===== src/qau_pkg.sv =====
`timescale 1ns / 1ps

package qau_pkg;

    localparam int DATA_W      = 32;
    localparam int FRAC_BITS   = 16;
    localparam int SQRT_STAGES = 32;
    localparam int DIV_STAGES  = 32;

    typedef enum logic [2:0] {
        FN_MUL  = 3'd0,
        FN_CONJ = 3'd1,
        FN_INV  = 3'd2,
        FN_NORM = 3'd3,
        FN_LEN  = 3'd4
    } func_t;

    typedef enum logic [1:0] {
        ST_OK   = 2'd0,
        ST_ZERO = 2'd1,
        ST_SAT  = 2'd2
    } status_t;

    typedef struct packed {
        logic [2:0] func;
        logic       zs;
        logic       dz;
        logic       carry;
    } ctrl_t;

    typedef struct packed {
        logic [DATA_W-1:0] value;
        logic              sat;
    } lane_res_t;

    typedef struct packed {
        logic [DATA_W-1:0] early;
        logic              esat;
        logic [DATA_W-1:0] amag;
        logic              qsign;
        logic              usediv;
    } lane_pay_t;

    // hamilton product terms per output component (w, x, y, z)
    localparam logic [1:0] TERM_A [4][4] = '{
        '{2'd0, 2'd1, 2'd2, 2'd3},
        '{2'd0, 2'd1, 2'd2, 2'd3},
        '{2'd0, 2'd2, 2'd3, 2'd1},
        '{2'd0, 2'd3, 2'd1, 2'd2}
    };
    localparam logic [1:0] TERM_B [4][4] = '{
        '{2'd0, 2'd1, 2'd2, 2'd3},
        '{2'd1, 2'd0, 2'd3, 2'd2},
        '{2'd2, 2'd0, 2'd1, 2'd3},
        '{2'd3, 2'd0, 2'd2, 2'd1}
    };
    localparam logic [3:0] TERM_NEG [4] = '{4'b1110, 4'b1000, 4'b1000, 4'b1000};

endpackage


===== src/qau_sqrt.sv =====
`timescale 1ns / 1ps

module qau_sqrt (
    input  logic        clk,
    input  logic        en,
    input  logic [63:0] s,
    output logic [31:0] root
);
    import qau_pkg::*;

    logic [63:0] v_reg   [SQRT_STAGES];
    logic [63:0] res_reg [SQRT_STAGES];

    // one result bit per stage, restoring digit recurrence
    for (genvar j = 0; j < SQRT_STAGES; j++) begin : g_stage
        localparam logic [63:0] BIT = 64'(1) << (62 - 2 * j);
        logic [63:0] v_in;
        logic [63:0] r_in;
        logic [63:0] trial;
        logic        ge;

        if (j == 0) begin : g_first
            assign v_in = s;
            assign r_in = '0;
        end
        else begin : g_next
            assign v_in = v_reg[j-1];
            assign r_in = res_reg[j-1];
        end

        assign trial = r_in + BIT;
        assign ge    = v_in >= trial;

        always_ff @(posedge clk)
        begin
            if (en)
            begin
                v_reg[j]   <= ge ? v_in - trial : v_in;
                res_reg[j] <= ge ? (r_in >> 1) + BIT : r_in >> 1;
            end
        end
    end

    assign root = res_reg[SQRT_STAGES-1][31:0];

endmodule


===== config.mk =====
export PLATFORM = sky130hd
export DESIGN_NAME = qau_sqrt
export DESIGN_NICKNAME = d
export VERILOG_FILES = /design/src/qau_pkg.sv /design/src/qau_sqrt.sv
export SDC_FILE = /design/constraint.sdc
export NUM_CORES = 2
export LEC_CHECK = 0
export BUFFER_PORTS_ARGS = -buffer_cell sky130_fd_sc_hd__buf_2
export CAP_MARGIN = 10
export CORE_UTILIZATION = 45
export DETAILED_ROUTE_END_ITERATION = 12
export GPL_ROUTABILITY_DRIVEN = 0
export PLACE_DENSITY_LB_ADDON = 0.2
export REMOVE_ABC_BUFFERS = 1
export SYNTH_ARGS = -nofsm -noshare
export SYNTH_HDL_FRONTEND = slang
export SYNTH_SLANG_ARGS = --single-unit

===== constraint.sdc =====
create_clock -name clk -period 3.4 [get_ports clk]
set_clock_uncertainty 0.1 [all_clocks]
set_input_delay 0.51 -clock clk [delete_from_list [all_inputs] [get_ports clk]]
set_output_delay 0.51 -clock clk [all_outputs]
set_load 0.01 [all_outputs]

Word level (Yosys, flattened, before mapping)
Memories as Yosys holds them, arrays and structs flattened.
Index checks and enable logic that the tools add are counted.
Cells by class
  reductions and logical operators: 0
  order comparisons: 32
  add/sub/neg operators: 94
  equal/unequal tests: 0
  div/mod/pow operators: 0
  multipliers: 0
  multiplexer cells: 66
  shifts and indexed selects: 0
  bitwise operators: 0
Operator list (count)
  64-bit 2-to-1 mux: 63
  64-bit >= comparator: 31
  64-bit subtractor: 31
  63-bit by 1-bit adder with 64-bit output, second input constant: 1
  63-bit by 11-bit adder with 64-bit output, second input constant: 1
  63-bit by 13-bit adder with 64-bit output, second input constant: 1
  63-bit by 15-bit adder with 64-bit output, second input constant: 1
  63-bit by 17-bit adder with 64-bit output, second input constant: 1
  63-bit by 19-bit adder with 64-bit output, second input constant: 1
  63-bit by 21-bit adder with 64-bit output, second input constant: 1
  63-bit by 23-bit adder with 64-bit output, second input constant: 1
  63-bit by 25-bit adder with 64-bit output, second input constant: 1
  63-bit by 27-bit adder with 64-bit output, second input constant: 1
  63-bit by 29-bit adder with 64-bit output, second input constant: 1
  63-bit by 3-bit adder with 64-bit output, second input constant: 1
  63-bit by 31-bit adder with 64-bit output, second input constant: 1
  63-bit by 33-bit adder with 64-bit output, second input constant: 1
  63-bit by 35-bit adder with 64-bit output, second input constant: 1
  63-bit by 37-bit adder with 64-bit output, second input constant: 1
  63-bit by 39-bit adder with 64-bit output, second input constant: 1
  63-bit by 41-bit adder with 64-bit output, second input constant: 1
  63-bit by 43-bit adder with 64-bit output, second input constant: 1
  63-bit by 45-bit adder with 64-bit output, second input constant: 1
  63-bit by 47-bit adder with 64-bit output, second input constant: 1
  other kinds (45): 46
Storage, ports and cells
  output and inout port bits: 32
  RAM bits: 4096
  memories: 2
  latch bits: 0
  memory bits (read-only): 0
  logic and storage cells: 194
  flip-flop bits (word level): 0
  input port bits: 66
Memory list
  res_reg: words 32, bits a word 64, rd ports 32, clocked after memory_dff 0, write ports 32, RTL line qau_sqrt.sv:12  | logic [63:0] res_reg [SQRT_STAGES];
  v_reg: words 32, bits a word 64, rd ports 31, clocked after memory_dff 0, write ports 32, RTL line qau_sqrt.sv:11  | logic [63:0] v_reg [SQRT_STAGES];

Depth between registers and ports, before layout
An unclocked memory read counts as a cell.
  depth in word-level cells: 4
  depth in mapped cells: 15
  gate-level depth less buffers: 13

Worst setup path after synthesis
OpenSTA, ideal clock, no wires.
  path type: reg2reg
  start point: mem v_reg[16][30]
  end point: mem v_reg[17][56], data pin
  data arrival time: 3.131 ns
  data required time: 3.042 ns
  library setup time: 0.258 ns
  stages on the path, launching flop included: 11
  period minus slack after synthesis: 3.489 ns
  buffers on the path: 0
  path slack: -0.089 ns
  path through: edfxtp_1 -> ha_1 -> nor2b_1 -> o31a_1 -> o41a_1 -> a221oi_2 -> a21oi_1 -> nor4_2 -> nand2b_1 -> or4_1 -> xnor2_1
RTL lines (RTL line)
  start: declaration: qau_sqrt.sv:11

==> run_summary.xml <==
<?xml version="1.0" encoding="UTF-8"?>
<metrics>
  <group name="global_routing">
    <metric name="global_route_wire_length_before_repair" unit="um">493000</metric>
    <metric name="grt.overflow.total" unit="">0</metric>
    <metric name="grt_max_degree" unit="">153</metric>
    <metric name="grt_antenna_before_repair" unit="">5</metric>
    <metric name="vias_in_the_first_global_route" unit="">84294</metric>
    <metric name="grt_use_total" unit="">0.243</metric>
  </group>
  <group name="floorplan">
    <metric name="num_io_pins" unit="">98</metric>
    <metric name="dieWidth" unit="um">517</metric>
    <metric name="rows" unit="">188</metric>
    <metric name="die_y" unit="um">517</metric>
    <metric name="start_util" unit="">0.454</metric>
    <metric name="die_outline_area" unit="sq um">268000</metric>
    <metric name="core_region_area" unit="sq um">263000</metric>
  </group>
  <group name="drt">
    <metric name="vias" unit="">83516</metric>
    <metric name="drc" unit="">0</metric>
    <metric name="wl" unit="um">335000</metric>
    <metric name="first_pass_iters" unit="">8</metric>
    <metric name="number_of_nets_with_antenna_violations_after_detailed_routing" unit="">0</metric>
    <metric name="initialDrtViolationCount" unit="">6501</metric>
    <metric name="route.detailed.wl_per_inst" unit="um">22.3</metric>
    <metric name="via_per_inst" unit="">5.56</metric>
  </group>
  <group name="finish">
    <metric name="layout-area-overhead-vs-synth" unit="%">26.7</metric>
    <metric name="layout_common_cells" unit="">2,512 x sky130_fd_sc_hd__edfxtp_1, 1,514 x sky130_fd_sc_hd__buf_4, 669 x sky130_fd_sc_hd__inv_1</metric>
    <metric name="drive_gt1_frac" unit="">0.257</metric>
    <metric name="num-nets-final" unit="">11925</metric>
    <metric name="instances_no_fill" unit="">15023</metric>
    <metric name="largest_register_ffs" unit="">1984</metric>
    <metric name="mostFrequentLayoutCell" unit="">sky130_fd_sc_hd__edfxtp_1</metric>
    <metric name="core_utilization_of_the_finished_layout" unit="">0.576</metric>
  </group>
  <group name="logic_synthesis">
    <metric name="count_of_flip_flops_with_a_built_in_enable_after_synthesis" unit="">2512</metric>
    <metric name="yosysUniqueCellTypes" unit="">99</metric>
    <metric name="synth_area_per_cell" unit="sq um">12.7</metric>
    <metric name="postSynthRegisterBits" unit="">2512</metric>
    <metric name="yosys.area_share.xor_xnor" unit="">0.0634</metric>
    <metric name="synth.yosys.seq_area_share" unit="">0.631</metric>
    <metric name="ys_async_sr_fraction" unit="">0</metric>
    <metric name="syn_area" unit="sq um">120000</metric>
    <metric name="cell_count_after_synthesis" unit="">9402</metric>
    <metric name="synth_top_family_by_area" unit="">simple AND/OR/NAND/NOR gates</metric>
    <metric name="yosys-mux-area-fraction" unit="">0.0103</metric>
    <metric name="adder_cell_fraction_of_synth_area" unit="">0.0584</metric>
    <metric name="synthFlopType" unit="">sky130_fd_sc_hd__edfxtp_1</metric>
    <metric name="synthSimpleGateAreaFrac" unit="">0.118</metric>
    <metric name="post_synthesis_compound_gate_area_fraction" unit="">0.0912</metric>
    <metric name="ys.warnings.count" unit="">0</metric>
  </group>
  <group name="timing">
    <metric name="report.final.setup_viol" unit="">115</metric>
    <metric name="tightestPinTransition" unit="ns">1.15</metric>
    <metric name="final-max-slew-violation-count" unit="">0</metric>
    <metric name="achievable_frequency" unit="GHz">0.274</metric>
    <metric name="max_slew_margin" unit="">0.230</metric>
    <metric name="worst_slack" unit="ns">-0.246</metric>
    <metric name="post-route-period-util" unit="">1.07</metric>
    <metric name="layout_min_cycle_time" unit="ns">3.65</metric>
    <metric name="setup_tns" unit="ns">-8.86</metric>
    <metric name="rsz0062_at_grt" unit="">true</metric>
    <metric name="hold_viol_final" unit="">0</metric>
  </group>
  <group name="cts">
    <metric name="cts_buffers" unit="">276</metric>
    <metric name="clkTransAtPathRegs" unit="ns">0.06</metric>
    <metric name="cts-root-buf" unit="">sky130_fd_sc_hd__clkbuf_16</metric>
    <metric name="clk-insertion-delay-late" unit="ns">0.88</metric>
    <metric name="clockBufferDepth" unit="">4</metric>
    <metric name="htreeDepth" unit="">5</metric>
    <metric name="tritoncts_clock_tree" unit="">built</metric>
    <metric name="clock_sink_count" unit="">2512</metric>
  </group>
  <group name="setup_path">
    <metric name="worstSetupStartpointType" unit="">flip-flop</metric>
    <metric name="cp_slowest_cell" unit="">sky130_fd_sc_hd__edfxtp_1</metric>
    <metric name="critical_path_required" unit="ns">3.89</metric>
    <metric name="dominant_delay_contributor_by_cell_family_on_the_critical_path" unit="">compound AO/OA/AOI/OAI gates</metric>
    <metric name="crit_chain" unit="">ha_4 -&gt; nor2b_4 -&gt; o31a_1 -&gt; o31a_1 -&gt; o41ai_4 -&gt; o21ai_2 -&gt; a21o_1 -&gt; a211o_4 -&gt; buf_6 -&gt; buf_12 -&gt; nand3_4 -&gt; nor2_4 -&gt; xor2_1</metric>
    <metric name="timing.critical_path.fanout_max" unit="">4</metric>
    <metric name="cpPeakStageDelay" unit="ns">0.47</metric>
    <metric name="critical_path_arrival" unit="ns">4.13</metric>
    <metric name="path_class" unit="">reg -&gt; reg</metric>
    <metric name="cpMostUsedCell" unit="">sky130_fd_sc_hd__o31a_1</metric>
    <metric name="end_kind" unit="">flip-flop</metric>
    <metric name="path_buf_inv" unit="">2</metric>
  </group>
  <group name="place">
    <metric name="pre_cts_ws" unit="ns">-1.37</metric>
    <metric name="placedCellCount" unit="">14255</metric>
    <metric name="portBuffers" unit="">97</metric>
    <metric name="dp_hpwl" unit="um">247000</metric>
  </group>
  <group name="power">
    <metric name="vdd_ir_drop_max" unit="mV">0.571</metric>
    <metric name="total_leakage_power" unit="nW">59.2</metric>
    <metric name="power.density_cell_area" unit="nW/um^2">644</metric>
    <metric name="p_total" unit="W">0.0976</metric>
  </group>
  <group name="min_path">
    <metric name="hold_class" unit="">in -&gt; reg</metric>
  </group>
  <group name="flow_run">
    <metric name="cap_viol_max_count" unit="">0</metric>
  </group>
  <group name="status">
    <metric name="failing_checks" unit="">negative setup slack</metric>
    <metric name="status" unit="">finished with violations</metric>
  </group>
</metrics>
-- cells by family (layout without fill, tap and decap cells) --
kind of cell               after synthesis  after routing
AOI/OAI and AO/OA                     1758           1758
xor gates and xnor gates               866            866
adders and majority gates              558            558
buffers and inverters                  873           2972
DFF                                   2512           2512
muxes                                  110            110
other                                    0              7
and+or+nand+nor                       2725           2725
-- metrics by stage --
stage	area, sq um	hold WS [ns]
2_1_floorplan	119000	0.317
3_3_place_gp	135000	0.322
3_5_place_dp	135000	0.324
4_1_cts	147000	0.186
5_1_grt	152000	0.216
6_report	152000	0.245
-- area by class of cell --
| cell class | count | area [sq um] |
|---|---|---|
| fillers | 20626 | 112000 |
| well taps | 3515 | 4400 |
| diodes | 7 | 17.5 |
| inverters | 693 | 2620 |
| clock buffers | 327 | 7250 |
| flip-flops and latches | 2512 | 75400 |
| repair buffers | 1801 | 14500 |
| multi-input cells | 6017 | 45800 |
| clock inverters | 151 | 1470 |
-- cell usage after synthesis, types with 92 or more instances --
master / count / share of area
sky130_fd_sc_hd__a21o_1: 232 / 0.015
sky130_fd_sc_hd__a21oi_1: 627 / 0.026
sky130_fd_sc_hd__clkbuf_1: 121 / 0.0038
sky130_fd_sc_hd__edfxtp_1: 2512 / 0.63
sky130_fd_sc_hd__ha_1: 558 / 0.058
sky130_fd_sc_hd__inv_1: 688 / 0.022
sky130_fd_sc_hd__nand2_1: 558 / 0.018
sky130_fd_sc_hd__nand2b_1: 109 / 0.0057
sky130_fd_sc_hd__nand3_1: 135 / 0.0057
sky130_fd_sc_hd__nand4_1: 159 / 0.0083
sky130_fd_sc_hd__nor2_1: 636 / 0.020
sky130_fd_sc_hd__nor3_1: 260 / 0.011
sky130_fd_sc_hd__nor4_1: 332 / 0.017
sky130_fd_sc_hd__o21a_1: 92 / 0.0058
sky130_fd_sc_hd__o21ai_0: 367 / 0.015
sky130_fd_sc_hd__or3_1: 107 / 0.0056
sky130_fd_sc_hd__xnor2_1: 468 / 0.034
sky130_fd_sc_hd__xor2_1: 398 / 0.029
-- path summary, 6_finish.rpt --
| kind | start | end | slack (ns) | cells past startpoint |
|---|---|---|---|---|
| min reg2reg | v_reg[9][38] | v_reg[10][38] | 0.33 | 0 |
| max | v_reg[13][36] | v_reg[14][57] | -0.25 | 13 |
| max reg2reg | v_reg[13][36] | v_reg[14][57] | -0.25 | 13 |
| min | s[54] | v_reg[0][54] | 0.24 | 2 |
-- per-layer routing --
| metal | track usage | part of all wire |
|---|---|---|
| met1 | 0.250 | 0.35 |
| met2 | 0.450 | 0.53 |
| met3 | 0.0328 | 0.043 |
| met4 | 0.174 | 0.082 |
| met5 | 0 | 0.000051 |
-- report_power, final --
part           internal [W]  switching, W
combinational        0.0120        0.0135
clock                0.0171        0.0121
sequential           0.0393       0.00348
-- what timing repair did --
action | 4_1_cts | 5_1_grt
gates resized for setup | 434 | 624
setup endpoints to repair | 571 | 610
cloned | 2 | 8
hold endpoints to repair | 64 | 0
hold buffers | 64 | 0
setup buffers | 114 | 137
pin swaps | 158 | 247
Note: power is estimated with default switching activity, not from simulation.
