## src/qau_pkg.sv

```systemverilog
`timescale 1ns / 1ps

package qau_pkg;

    localparam int DATA_W      = 32;
    localparam int FRAC_BITS   = 16;
    localparam int SQRT_STAGES = 32;
    localparam int DIV_STAGES  = 32;

    typedef enum logic [2:0] {
        FN_MUL  = 3'd0,
        FN_CONJ = 3'd1,
        FN_INV  = 3'd2,
        FN_NORM = 3'd3,
        FN_LEN  = 3'd4
    } func_t;

    typedef enum logic [1:0] {
        ST_OK   = 2'd0,
        ST_ZERO = 2'd1,
        ST_SAT  = 2'd2
    } status_t;

    typedef struct packed {
        logic [2:0] func;
        logic       zs;
        logic       dz;
        logic       carry;
    } ctrl_t;

    typedef struct packed {
        logic [DATA_W-1:0] value;
        logic              sat;
    } lane_res_t;

    typedef struct packed {
        logic [DATA_W-1:0] early;
        logic              esat;
        logic [DATA_W-1:0] amag;
        logic              qsign;
        logic              usediv;
    } lane_pay_t;

    // hamilton product terms per output component (w, x, y, z)
    localparam logic [1:0] TERM_A [4][4] = '{
        '{2'd0, 2'd1, 2'd2, 2'd3},
        '{2'd0, 2'd1, 2'd2, 2'd3},
        '{2'd0, 2'd2, 2'd3, 2'd1},
        '{2'd0, 2'd3, 2'd1, 2'd2}
    };
    localparam logic [1:0] TERM_B [4][4] = '{
        '{2'd0, 2'd1, 2'd2, 2'd3},
        '{2'd1, 2'd0, 2'd3, 2'd2},
        '{2'd2, 2'd0, 2'd1, 2'd3},
        '{2'd3, 2'd0, 2'd2, 2'd1}
    };
    localparam logic [3:0] TERM_NEG [4] = '{4'b1110, 4'b1000, 4'b1000, 4'b1000};

endpackage

```

## src/qau_merge.sv

```systemverilog
`timescale 1ns / 1ps

module qau_merge #(
    parameter int FRAC_BITS = qau_pkg::FRAC_BITS
) (
    input  logic               clk,
    input  logic               en,
    input  qau_pkg::ctrl_t     ctrl,
    input  logic [31:0]        mag,
    input  qau_pkg::lane_res_t lane [4],
    output logic [31:0]        r_reg [4],
    output logic [31:0]        magnitude_reg,
    output logic [1:0]         status_reg
);
    import qau_pkg::*;

    logic [31:0] r_next [4];
    status_t     status_next;
    logic        any_sat;

    assign any_sat = lane[0].sat || lane[1].sat || lane[2].sat || lane[3].sat;

    always_comb
    begin
        for (int i = 0; i < 4; i++)
        begin
            r_next[i] = '0;
        end
        status_next = ST_OK;
        unique case (ctrl.func)
            FN_MUL, FN_CONJ:
            begin
                for (int i = 0; i < 4; i++)
                begin
                    r_next[i] = lane[i].value;
                end
                status_next = any_sat ? ST_SAT : ST_OK;
            end
            FN_INV:
            begin
                if (ctrl.dz)
                begin
                    status_next = ST_ZERO;
                end
                else
                begin
                    for (int i = 0; i < 4; i++)
                    begin
                        r_next[i] = lane[i].value;
                    end
                    status_next = any_sat ? ST_SAT : ST_OK;
                end
            end
            FN_NORM:
            begin
                if (ctrl.zs)
                begin
                    // zero input maps to the identity
                    r_next[0]   = 32'(1) << FRAC_BITS;
                    status_next = ST_ZERO;
                end
                else
                begin
                    for (int i = 0; i < 4; i++)
                    begin
                        r_next[i] = lane[i].value;
                    end
                end
            end
            FN_LEN:
            begin
                if (ctrl.zs)
                begin
                    status_next = ST_ZERO;
                end
                else if (ctrl.carry)
                begin
                    status_next = ST_SAT;
                end
            end
            default:
            begin
                status_next = ST_OK;
            end
        endcase
    end

    always_ff @(posedge clk)
    begin
        if (en)
        begin
            for (int i = 0; i < 4; i++)
            begin
                r_reg[i] <= r_next[i];
            end
            magnitude_reg <= mag;
            status_reg    <= status_next;
        end
    end

endmodule

```

## config.mk

```make
export PLATFORM = sky130hd
export DESIGN_NAME = qau_merge
export DESIGN_NICKNAME = d
export VERILOG_FILES = /design/src/qau_pkg.sv /design/src/qau_merge.sv
export SDC_FILE = /design/constraint.sdc
export NUM_CORES = 1
export LEC_CHECK = 0
export BUFFER_PORTS_ARGS = -buffer_cell sky130_fd_sc_hd__buf_2
export CORE_AREA = 3 3 160 100
export DETAILED_ROUTE_END_ITERATION = 8
export DIE_AREA = 0 0 163 103
export GPL_TIMING_DRIVEN = 0
export PLACE_DENSITY = 0.86
export SLEW_MARGIN = 10
export SYNTH_ARGS = -nofsm -noshare
export SYNTH_HDL_FRONTEND = slang
export SYNTH_SLANG_ARGS = --single-unit
export TNS_END_PERCENT = 10
```

## constraint.sdc

```tcl
create_clock -name clk -period 1 [get_ports clk]
set_input_delay 0.05 -clock clk [delete_from_list [all_inputs] [get_ports clk]]
set_output_delay 0.05 -clock clk [all_outputs]
set_load 0.03 [all_outputs]
```

=== Yosys cells after proc, flatten, opt, wreduce, memory -nomap -nowiden ===
Index checks and enable logic that the tools add are counted.

* Reduce and logical (&&, ||, !) cells: 5
* Equal/unequal tests: 4
* Multiplexer cells: 10

{| class="wikitable"
|+ Operators by type and width
! kind !! number
|-
| $pmux W128 S3 || 1
|-
| $mux W128 || 1
|-
| $mux W96 || 1
|-
| $mux W32 || 1
|-
| $mux W2 || 4
|-
| $pmux W2 S4 || 1
|-
| $eq A3 B2 Y1 const B || 2
|-
| $eq A3 B1 Y1 const B || 1
|-
| $eq A3 B3 Y1 const B || 1
|-
| $logic_not A3 Y1 || 1
|-
| $logic_or A1 B1 Y1 || 3
|-
| $reduce_or A2 Y1 || 1
|-
| $mux W1 || 1
|}

* Word-level logic and storage cells: 25
* Output and inout port bits: 162
* Flip-flop bits (word level): 162
* Bits of input ports: 172

=== Longest topological paths before layout ===
Gate-level depths: netlist of the first run.

* Depth in word-level cells: 6
* Gate-level depth with buffers: 5
* Gate-level depth less buffers: 3

=== Least setup slack after synthesis of the first run ===
Ideal clock, no wire load.

* Kind: input port to flip-flop
* Start point: in ctrl[3] (netlist bit)
* End point: reg r_reg[100] (netlist bit) (data pin)
* Stages on the path: 5
* Library setup time: 131 ps
* Data arrival time: 953 ps
* Path slack: -84 ps
* Path through: mux2_4 a21oi_4 buf_6 buf_6 and2_1

{| class="wikitable"
|+ RTL lines
! what !! line !! text
|-
| from (decl) || qau_merge.sv:8 || <nowiki>input qau_pkg::ctrl_t ctrl,</nowiki>
|-
| to (signal, indexed assignment) || qau_merge.sv:94 || <nowiki>r_reg[i] <= r_next[i];</nowiki>
|-
| to (decl) || qau_merge.sv:11 || <nowiki>output logic [31:0] r_reg [4],</nowiki>
|}

=== Worst setup path after layout of the first run ===
* Start point: reg magnitude_reg[24]
* End point: out magnitude_reg[24]

{| class="wikitable"
|+ RTL lines
! what !! line !! text
|-
| from (decl) || qau_merge.sv:12 || <nowiki>output logic [31:0] magnitude_reg,</nowiki>
|-
| from (signal assigned) || qau_merge.sv:96 || <nowiki>magnitude_reg <= mag;</nowiki>
|}

No word-level cell between the ends.

==> metrics.cfg, run 1 <==
[run_status]
outcome = finished, violations left
violations = setup timing

[power]
pwr_density_cell_nw_per_um2 = 1660
p_leak_nw = 4.61
ir_drop_uv = 880

[routing]
drc = 0
ant_nets = 0
drt_iter0_drc = 229
firstDrtPassIters = 6
vias = 4716
finalWirelength_microns = 20000
post_drt_wl_per_cell_microns = 19.2
viasPerCell = 4.52

[setup_path]
crit_buf_inv = 1
max_stage_delay_ps = 430
crit_required_ps = 950
cp-end-kind = primary output
path_max_fanout = 1
worstSetupPathType = flip-flop to primary output
arrival_ps = 1000
crit_chain = buf_6
cpMaxStageDelayCell = edfxtp_1
start_kind = flip-flop
crit_family = flip-flops

[final_layout]
antenna_cells = 0
final_cell_mix = 184 x buf_2, 162 x dlygate4sd3_1, 162 x edfxtp_1, 152 x buf_6, 124 x and2_1
nets = 1005
syn_to_final_growth_pct = 87.7
drive_gt1_share_pct = 45.4
mostFrequentLayoutCell = buf_2
largest_reg_flops = 128
post-route-util_pct = 75.7

[yosys]
yosys.area_share.adder_pct = 0
synth_xor_area_share_pct = 0
synthSimpleGateAreaFrac_pct = 14.1
syn_area_sq_um = 5840
synth_area_leaders = edfxtp_1 83%, and2_1 14%, buf_6 0.77%, clkbuf_1 0.58%, a21oi_4 0.28%
synth_seq_cells = 162
yosys.area.top_type_share_pct = 83.3
synth_top_area_cell = edfxtp_1
avgSynthCellArea_sq_um = 18.5
synth_compound_area_share_pct = 0.943
yosysWarnings = 0
synth.distinct_cells = 14
syn_nets = 488
yosysSeqAreaShare_pct = 83.3
synthCells = 316
synth_top_family_by_area = simple AND/OR/NAND/NOR gates
muxShareOfSynthArea_pct = 0.257

[clock_tree]
cts_root_buf = clkbuf_16
clkSlewWorstSetupHoldPaths_ps = 70
h-tree-depth = 4
cts_tree = built
cts_buffer_depth = 2
numCtsBuffers = 17
clock-sinks = 162

[timing]
holdWs_ps = 38.3
rsz0062_at_grt = yes
fmax_mhz = 955
slew_viol_final = 0
relSlewSlack_pct = 57.7
finalHoldViolations = 0
setup_viol = 64
final.period_utilization_pct = 105
period_needed_ps = 1050
setup_ws_ps = -47.3
tns_ps = -1060
tightest_slew_ps = 635

[floorplanning]
ioPinCount = 334
core_area_sq_um = 14500
initial_core_util_pct = 40.4
rows = 34
die_x_microns = 163
die_area_sq_um = 16800
dieHeight_microns = 103

[placement]
finalWeightedCongestion = 0.805
hpwl_microns = 11300
place_ws_ps = -624
port_buffers = 333

[global_route]
grt-ovfl-total = 0
antenna_found_initial = 1
grt_pass1_wl_microns = 29300
grt_max_degree = 84
track_usage_pct = 23.3
grt_pass1_vias = 5119

[worst_hold_path]
hold_path_class = primary input to flip-flop

[run]
cap_viol_max_count = 0

[report_power, final]
| part | internal [mW] | switching, mW |
|---|---|---|
| combinational | 1.78 | 1.91 |
| clock | 3.46 | 2.68 |
| sequential | 8.11 | 0.275 |
[layout make-up]
class,instances,area (sq um)
repair buffers,498,4290
flip-flops and latches,162,4860
fillers,812,3510
plain buffers,13,93.8
clock buffers,17,425
well taps,198,248
clock inverters,14,133
multi-input cells,141,901
[metal layers]
layer	track usage (%)	part of all wire, %	up-vias
met5	0	0.085	-
met4	6.30	2.1	2
met3	8.35	8.3	36
met2	43.9	54	228
met1	25.2	36	2287
li1	-	-	2163
[metrics by stage]
step | area [sq um] | instances | power, mW
after floorplan | 5840 | 316 | 9.78
after global placement | 7750 | 847 | 10.8
after detailed placement | 7790 | 848 | 10.9
after CTS | 10900 | 1043 | 18.1
after global routing | 11000 | 1043 | 18.8
final | 11000 | 1043 | 18.2
[what timing repair did]
item,in CTS,in global routing
cloned,0,0
setup buffers,2,0
pin swaps,1,1
endpoints found under the hold margin,161,0
setup endpoints to repair,270,243
gates resized for setup,296,22
hold buffers,162,0
[cell usage after synthesis]
master and count:
nand3_1 1, a22oi_1 1, o21ai_0 3, edfxtp_1 162
nor2_1 2, mux2_4 1, nand4b_1 1, buf_6 4
nand2_1 2, a21o_1 1, a21oi_4 1, o41ai_1 1
clkbuf_1 9, and2_1 127
[cells by family after synthesis]
family                 Yosys count
AND/OR/NAND/NOR                133
multiplexers                     1
AO/OA/AOI/OAI                    7
flip-flops                     162
buffers and inverters           13
[path summary, 6_finish.rpt]
kind | endpoint | cells past startpoint | from | slack (ps)
setup / recovery | magnitude_reg[24] | 1 | magnitude_reg[24]$_DFFE_PP_ | -50
hold / removal | status_reg[0]$_DFFE_PP_ | 3 | ctrl[2] | 40
[worst min-delay path: stages]
cell and delay, ps:
buf_2 120, nand3_1 70, o21ai_0 80
(Power assumes the default switching activity.)
==> inputs of run 2 (changes only) <==
- PLACE_DENSITY: 0.86 -> 0.76
- SLEW_MARGIN: 10 -> 20
==> run 2 against run 1 <==
  * The flow still finishes with violations (setup timing)
  * Core utilization increased by 0.48 points
  * Via count increased by 1.4%
  * Power decreased by 0.68%
  * Critical path depth unchanged
  * Setup slack got worse by 15 ps
==> metrics.cfg, run 2 (synthesis gave the netlist of run 1 again) <==
[run]
cap_viol_max_count = 0

[global_route]
track_usage_pct = 24.0
grt_pass1_wl_microns = 29800
antenna_found_initial = 0
grt_max_degree = 104
grt_pass1_vias = 5270
grt-ovfl-total = 0

[final_layout]
post-route-util_pct = 76.2
largest_reg_flops = 128
antenna_cells = 0
nFillCells = 799
seq_area_sq_um = 4860
mostFrequentLayoutCell = buf_2
multiInputGateArea_sq_um = 903
design_area_sq_um = 11000
nets = 1005
syn_to_final_growth_pct = 88.9
drive_gt1_share_pct = 45.2
final_cell_mix = 170 x buf_2, 164 x buf_6, 163 x dlygate4sd3_1, 162 x edfxtp_1, 126 x and2_1

[timing]
final.period_utilization_pct = 106
fmax_mhz = 941
finalHoldViolations = 0
relSlewSlack_pct = 64.8
holdWs_ps = 65.9
setup_ws_ps = -62.3
setup_viol = 71
slew_viol_final = 0
tightest_slew_ps = 527
tns_ps = -1200
rsz0062_at_grt = yes
period_needed_ps = 1060

[placement]
finalWeightedCongestion = 0.824
hpwl_microns = 11500
port_buffers = 333
placed_area_sq_um = 7790
place_ws_ps = -595

[power]
seq_power_share_pct = 46.4
p_leak_nw = 4.63
p_clk_share_pct = 32.8
pwr-share-comb_pct = 20.8
switching_share_pct = 27.2
pwr_density_cell_nw_per_um2 = 1640
ir_drop_uv = 911
switchingPower_mw = 4.92
p_int_mw = 13.2

[clock_tree]
numCtsBuffers = 17
clock-sinks = 162
cts_root_buf = clkbuf_16
clkSlewWorstSetupHoldPaths_ps = 70
h-tree-depth = 4
cts_buffer_depth = 2
cts_tree = built

[floorplanning]
core_area_sq_um = 14500
die_x_microns = 163
dieHeight_microns = 103
die_area_sq_um = 16800
ioPinCount = 334
rows = 34
initial_core_util_pct = 40.4

[routing]
post_drt_wl_per_cell_microns = 19.5
drc = 0
vias = 4780
viasPerCell = 4.58
drt_iter0_drc = 291
ant_nets = 0
finalWirelength_microns = 20400
firstDrtPassIters = 5

[setup_path]
crit_buf_inv = 1
max_stage_delay_ps = 440
path_max_fanout = 1
cpMaxStageDelayCell = edfxtp_1
arrival_ps = 1010
cp-end-kind = primary output
crit_chain = buf_6
start_kind = flip-flop
crit_required_ps = 950
worstSetupPathType = flip-flop to primary output
crit_family = flip-flops

[run_status]
outcome = finished, violations left
violations = setup timing

[worst_hold_path]
hold_path_class = primary input to flip-flop

run 2: worst paths after layout:
| check | startpoint | endpoint | slack (ps) | cells after the start |
|---|---|---|---|---|
| max | r_reg[99]$_DFFE_PP_ | r_reg[99] | -60 | 1 |
| min | en | r_reg[34]$_DFFE_PP_ | 70 | 1 |
run 2: repair_timing:
action	in CTS	in global routing
hold endpoints to repair	162	0
pin swaps	1	2
hold buffers	163	0
setup endpoints to repair	282	248
cloned	0	0
buffers inserted	1	0
resized for setup	327	17
run 2: cell type report:
| class | instances | share of cell area, % |
|---|---|---|
| clock buffers | 19 | 3.93 |
| multi-input cells | 141 | 8.20 |
| flip-flops and latches | 162 | 44.1 |
| plain buffers | 13 | 0.931 |
| clock inverters | 13 | 0.931 |
| repair buffers | 498 | 39.6 |
| well taps | 198 | 2.25 |
run 2: layer usage:
| layer | track usage (%) | wire length, microns | vias up | part of all wire [%] |
|---|---|---|---|---|
| met5 | 0 | 0 | - | 0 |
| met4 | 7.99 | 433 | 0 | 2.1 |
| met3 | 7.31 | 1640 | 33 | 8.0 |
| met2 | 45.9 | 11100 | 266 | 55 |
| met1 | 25.6 | 7200 | 2310 | 35 |
| li1 | - | - | 2171 | - |
run 2: power by group through the flow:
stage	combinational (mW)	sequential (mW)	clock, mW
after floorplan	0.285	9.50	0
after global placement	2.46	8.37	0
after detailed placement	2.52	8.37	0
after CTS	3.65	8.36	6.07
after global routing	3.91	8.43	6.35
final	3.75	8.39	5.93
run 2: stage by stage:
stage	power [mW]	instances
floorplan	9.78	316
global placement	10.8	847
detailed placement	10.9	848
CTS	18.1	1044
global route	18.7	1044
finish	18.1	1044
==> inputs of run 3 (changes only) <==
--- a/config.mk
+++ b/config.mk
@@ -8,7 +8,9 @@
 export BUFFER_PORTS_ARGS = -buffer_cell sky130_fd_sc_hd__buf_2
-export CORE_AREA = 3 3 160 100
+export CELL_PAD_IN_SITES_DETAIL_PLACEMENT = 1
+export CELL_PAD_IN_SITES_GLOBAL_PLACEMENT = 1
+export CORE_AREA = 3 3 182 113
 export DETAILED_ROUTE_END_ITERATION = 8
-export DIE_AREA = 0 0 163 103
+export DIE_AREA = 0 0 185 116
 export GPL_TIMING_DRIVEN = 0
-export PLACE_DENSITY = 0.76
+export PLACE_DENSITY_LB_ADDON = 0.1
 export SLEW_MARGIN = 20
==> constraint.sdc (replaced) <==
create_clock -name clk -period 1 [get_ports clk]
set_input_delay 0.1 -clock clk [delete_from_list [all_inputs] [get_ports clk]]
set_output_delay 0.1 -clock clk [all_outputs]
set_load 0.03 [all_outputs]
==> run 3 against run 2 <==
  * The flow still finishes with violations (setup timing)
  * Fmax down 7.6%
  * Non-clock buffer count down 3
  * Sequential share of layout area down 0.24 points
  * Critical path depth unchanged
  * First-iteration DRC count down 8.2%
  * Die area up 28%
  * Via count down 2.0%
  * Global-route usage down 4.8 points
  * Flip-flop and latch count unchanged
  * Final cell count up 4.1%
  * Combinational power about the same
  * Sequential power about the same
  * Critical path type unchanged
  * Critical endpoint is now r_reg[74]
  * Largest cell class unchanged
  * Highest routed layer unchanged
==> metrics.cfg, run 3 (synthesis gave the netlist of run 1 again) <==
[run_status]
outcome = finished, violations left
violations = setup timing

[final_layout]
final_cell_mix = 169 x buf_2, 164 x buf_6, 162 x edfxtp_1, 159 x dlygate4sd3_1, 124 x and2_1
largest_reg_flops = 128
drive_gt1_share_pct = 45.4
mostFrequentLayoutCell = buf_2
post-route-util_pct = 58.5
multiInputGateArea_sq_um = 901
design_area_sq_um = 11100
syn_to_final_growth_pct = 89.9
nFillCells = 1840
seq_area_sq_um = 4860
nets = 1002

[floorplanning]
dieHeight_microns = 116
ioPinCount = 334
die_x_microns = 185
rows = 39
core_area_sq_um = 18900
die_area_sq_um = 21500
initial_core_util_pct = 30.8

[worst_hold_path]
hold_path_class = primary input to flip-flop

[placement]
placed_area_sq_um = 7850
port_buffers = 333
place_ws_ps = -715
finalWeightedCongestion = 0.733
hpwl_microns = 12600

[power]
ir_drop_uv = 1040
pwr_density_cell_nw_per_um2 = 1680
p_leak_nw = 4.64
p_total_mw = 18.6

[timing]
holdWs_ps = 23.9
relSlewSlack_pct = 61.8
slew_viol_final = 0
finalHoldViolations = 0
setup_viol = 162
rsz0062_at_grt = yes
fmax_mhz = 870
final.period_utilization_pct = 115
tightest_slew_ps = 573
period_needed_ps = 1150
setup_ws_ps = -150

[clock_tree]
numCtsBuffers = 17
h-tree-depth = 4
cts_tree = built
clock-sinks = 162
cts_buffer_depth = 2
clkSlewWorstSetupHoldPaths_ps = 60
cts_root_buf = clkbuf_16

[routing]
firstDrtPassIters = 4
vias = 4684
viasPerCell = 4.31
ant_nets = 0
drt_iter0_drc = 267
post_drt_wl_per_cell_microns = 19.3
finalWirelength_microns = 21000
drc = 0

[setup_path]
crit_cells = 1
max_stage_delay_ps = 450
start_kind = flip-flop
arrival_ps = 1050
worstSetupPathType = flip-flop to primary output
crit_chain = buf_6
crit_path_start = r_reg[74]$_DFFE_PP_
crit_buf_inv = 1
crit_family = flip-flops
crit_required_ps = 900
endpoint = r_reg[74]
path_max_fanout = 1
cpMaxStageDelayCell = edfxtp_1
cp-end-kind = primary output

[global_route]
track_usage_pct = 19.2
antenna_found_initial = 1
grt_pass1_vias = 5232
grt_max_degree = 106
grt_pass1_wl_microns = 30000
grt-ovfl-total = 0

[run]
cap_viol_max_count = 0

[run 3: cell count changes in the layout (fill, tap and decap cells not counted), moves of 2 or more]
cell	change
inv_6	-4
and2_1	-2
dlygate4sd3_1	-4
clkbuf_1	-2
clkinv_2	+2
bufinv_16	+3
buf_4	+2
and2_4	+2
[run 3: power by group]
part	internal (mW)	total [mW]	switching, mW
registers	8.11	8.38	0.269
logic	1.82	3.72	1.90
clock network	3.85	6.49	2.64
[run 3: what timing repair did]
item / in CTS / in global routing
buffers inserted: 2 / 0
hold endpoints to repair: 159 / 0
hold buffers: 159 / 0
gates resized for setup: 333 / 8
pin swaps: 1 / 1
endpoints found under the setup margin: 282 / 237
[run 3: per-stage QoR]
step / setup TNS [ps] / std cells
floorplan: -12290 / 316
global placement: -415450 / 895
detailed placement: -113480 / 896
CTS: -14990 / 1086
global route: -18800 / 1087
finish: -10840 / 1087
[run 3: layer usage]
| metal | vias to the layer above | wire [microns] | GRT usage (%) |
|---|---|---|---|
| li1 | 2155 | - | - |
| met1 | 2286 | 7130 | 18.6 |
| met2 | 212 | 11400 | 36.3 |
| met3 | 31 | 1970 | 8.59 |
| met4 | 0 | 498 | 7.24 |
| met5 | - | 0 | 0 |
[run 3: worst min path at each step]
| stage | startpoint | to | cells past startpoint |
|---|---|---|---|
| 5_1_grt | ctrl[5] | r_reg[112]$_DFFE_PP_ | 2 |
| 4_1_cts | ctrl[2] | status_reg[0]$_DFFE_PP_ | 3 |
| 6_report | ctrl[2] | status_reg[0]$_DFFE_PP_ | 3 |
| 3_3_place_gp | mag[14] | magnitude_reg[14]$_DFFE_PP_ | 1 |
| 2_1_floorplan | mag[0] | magnitude_reg[0]$_DFFE_PP_ | 0 |
| 3_5_place_dp | mag[31] | magnitude_reg[31]$_DFFE_PP_ | 1 |
[run 3: layout make-up]
| cell class | instances | share of cell area [%] |
|---|---|---|
| plain buffers | 13 | 0.903 |
| diodes | 1 | 0.0226 |
| repair buffers | 495 | 39.1 |
| clock inverters | 12 | 1.30 |
| multi-input cells | 141 | 8.13 |
| clock buffers | 17 | 3.84 |
| well taps | 246 | 2.78 |
| flip-flops and latches | 162 | 43.9 |
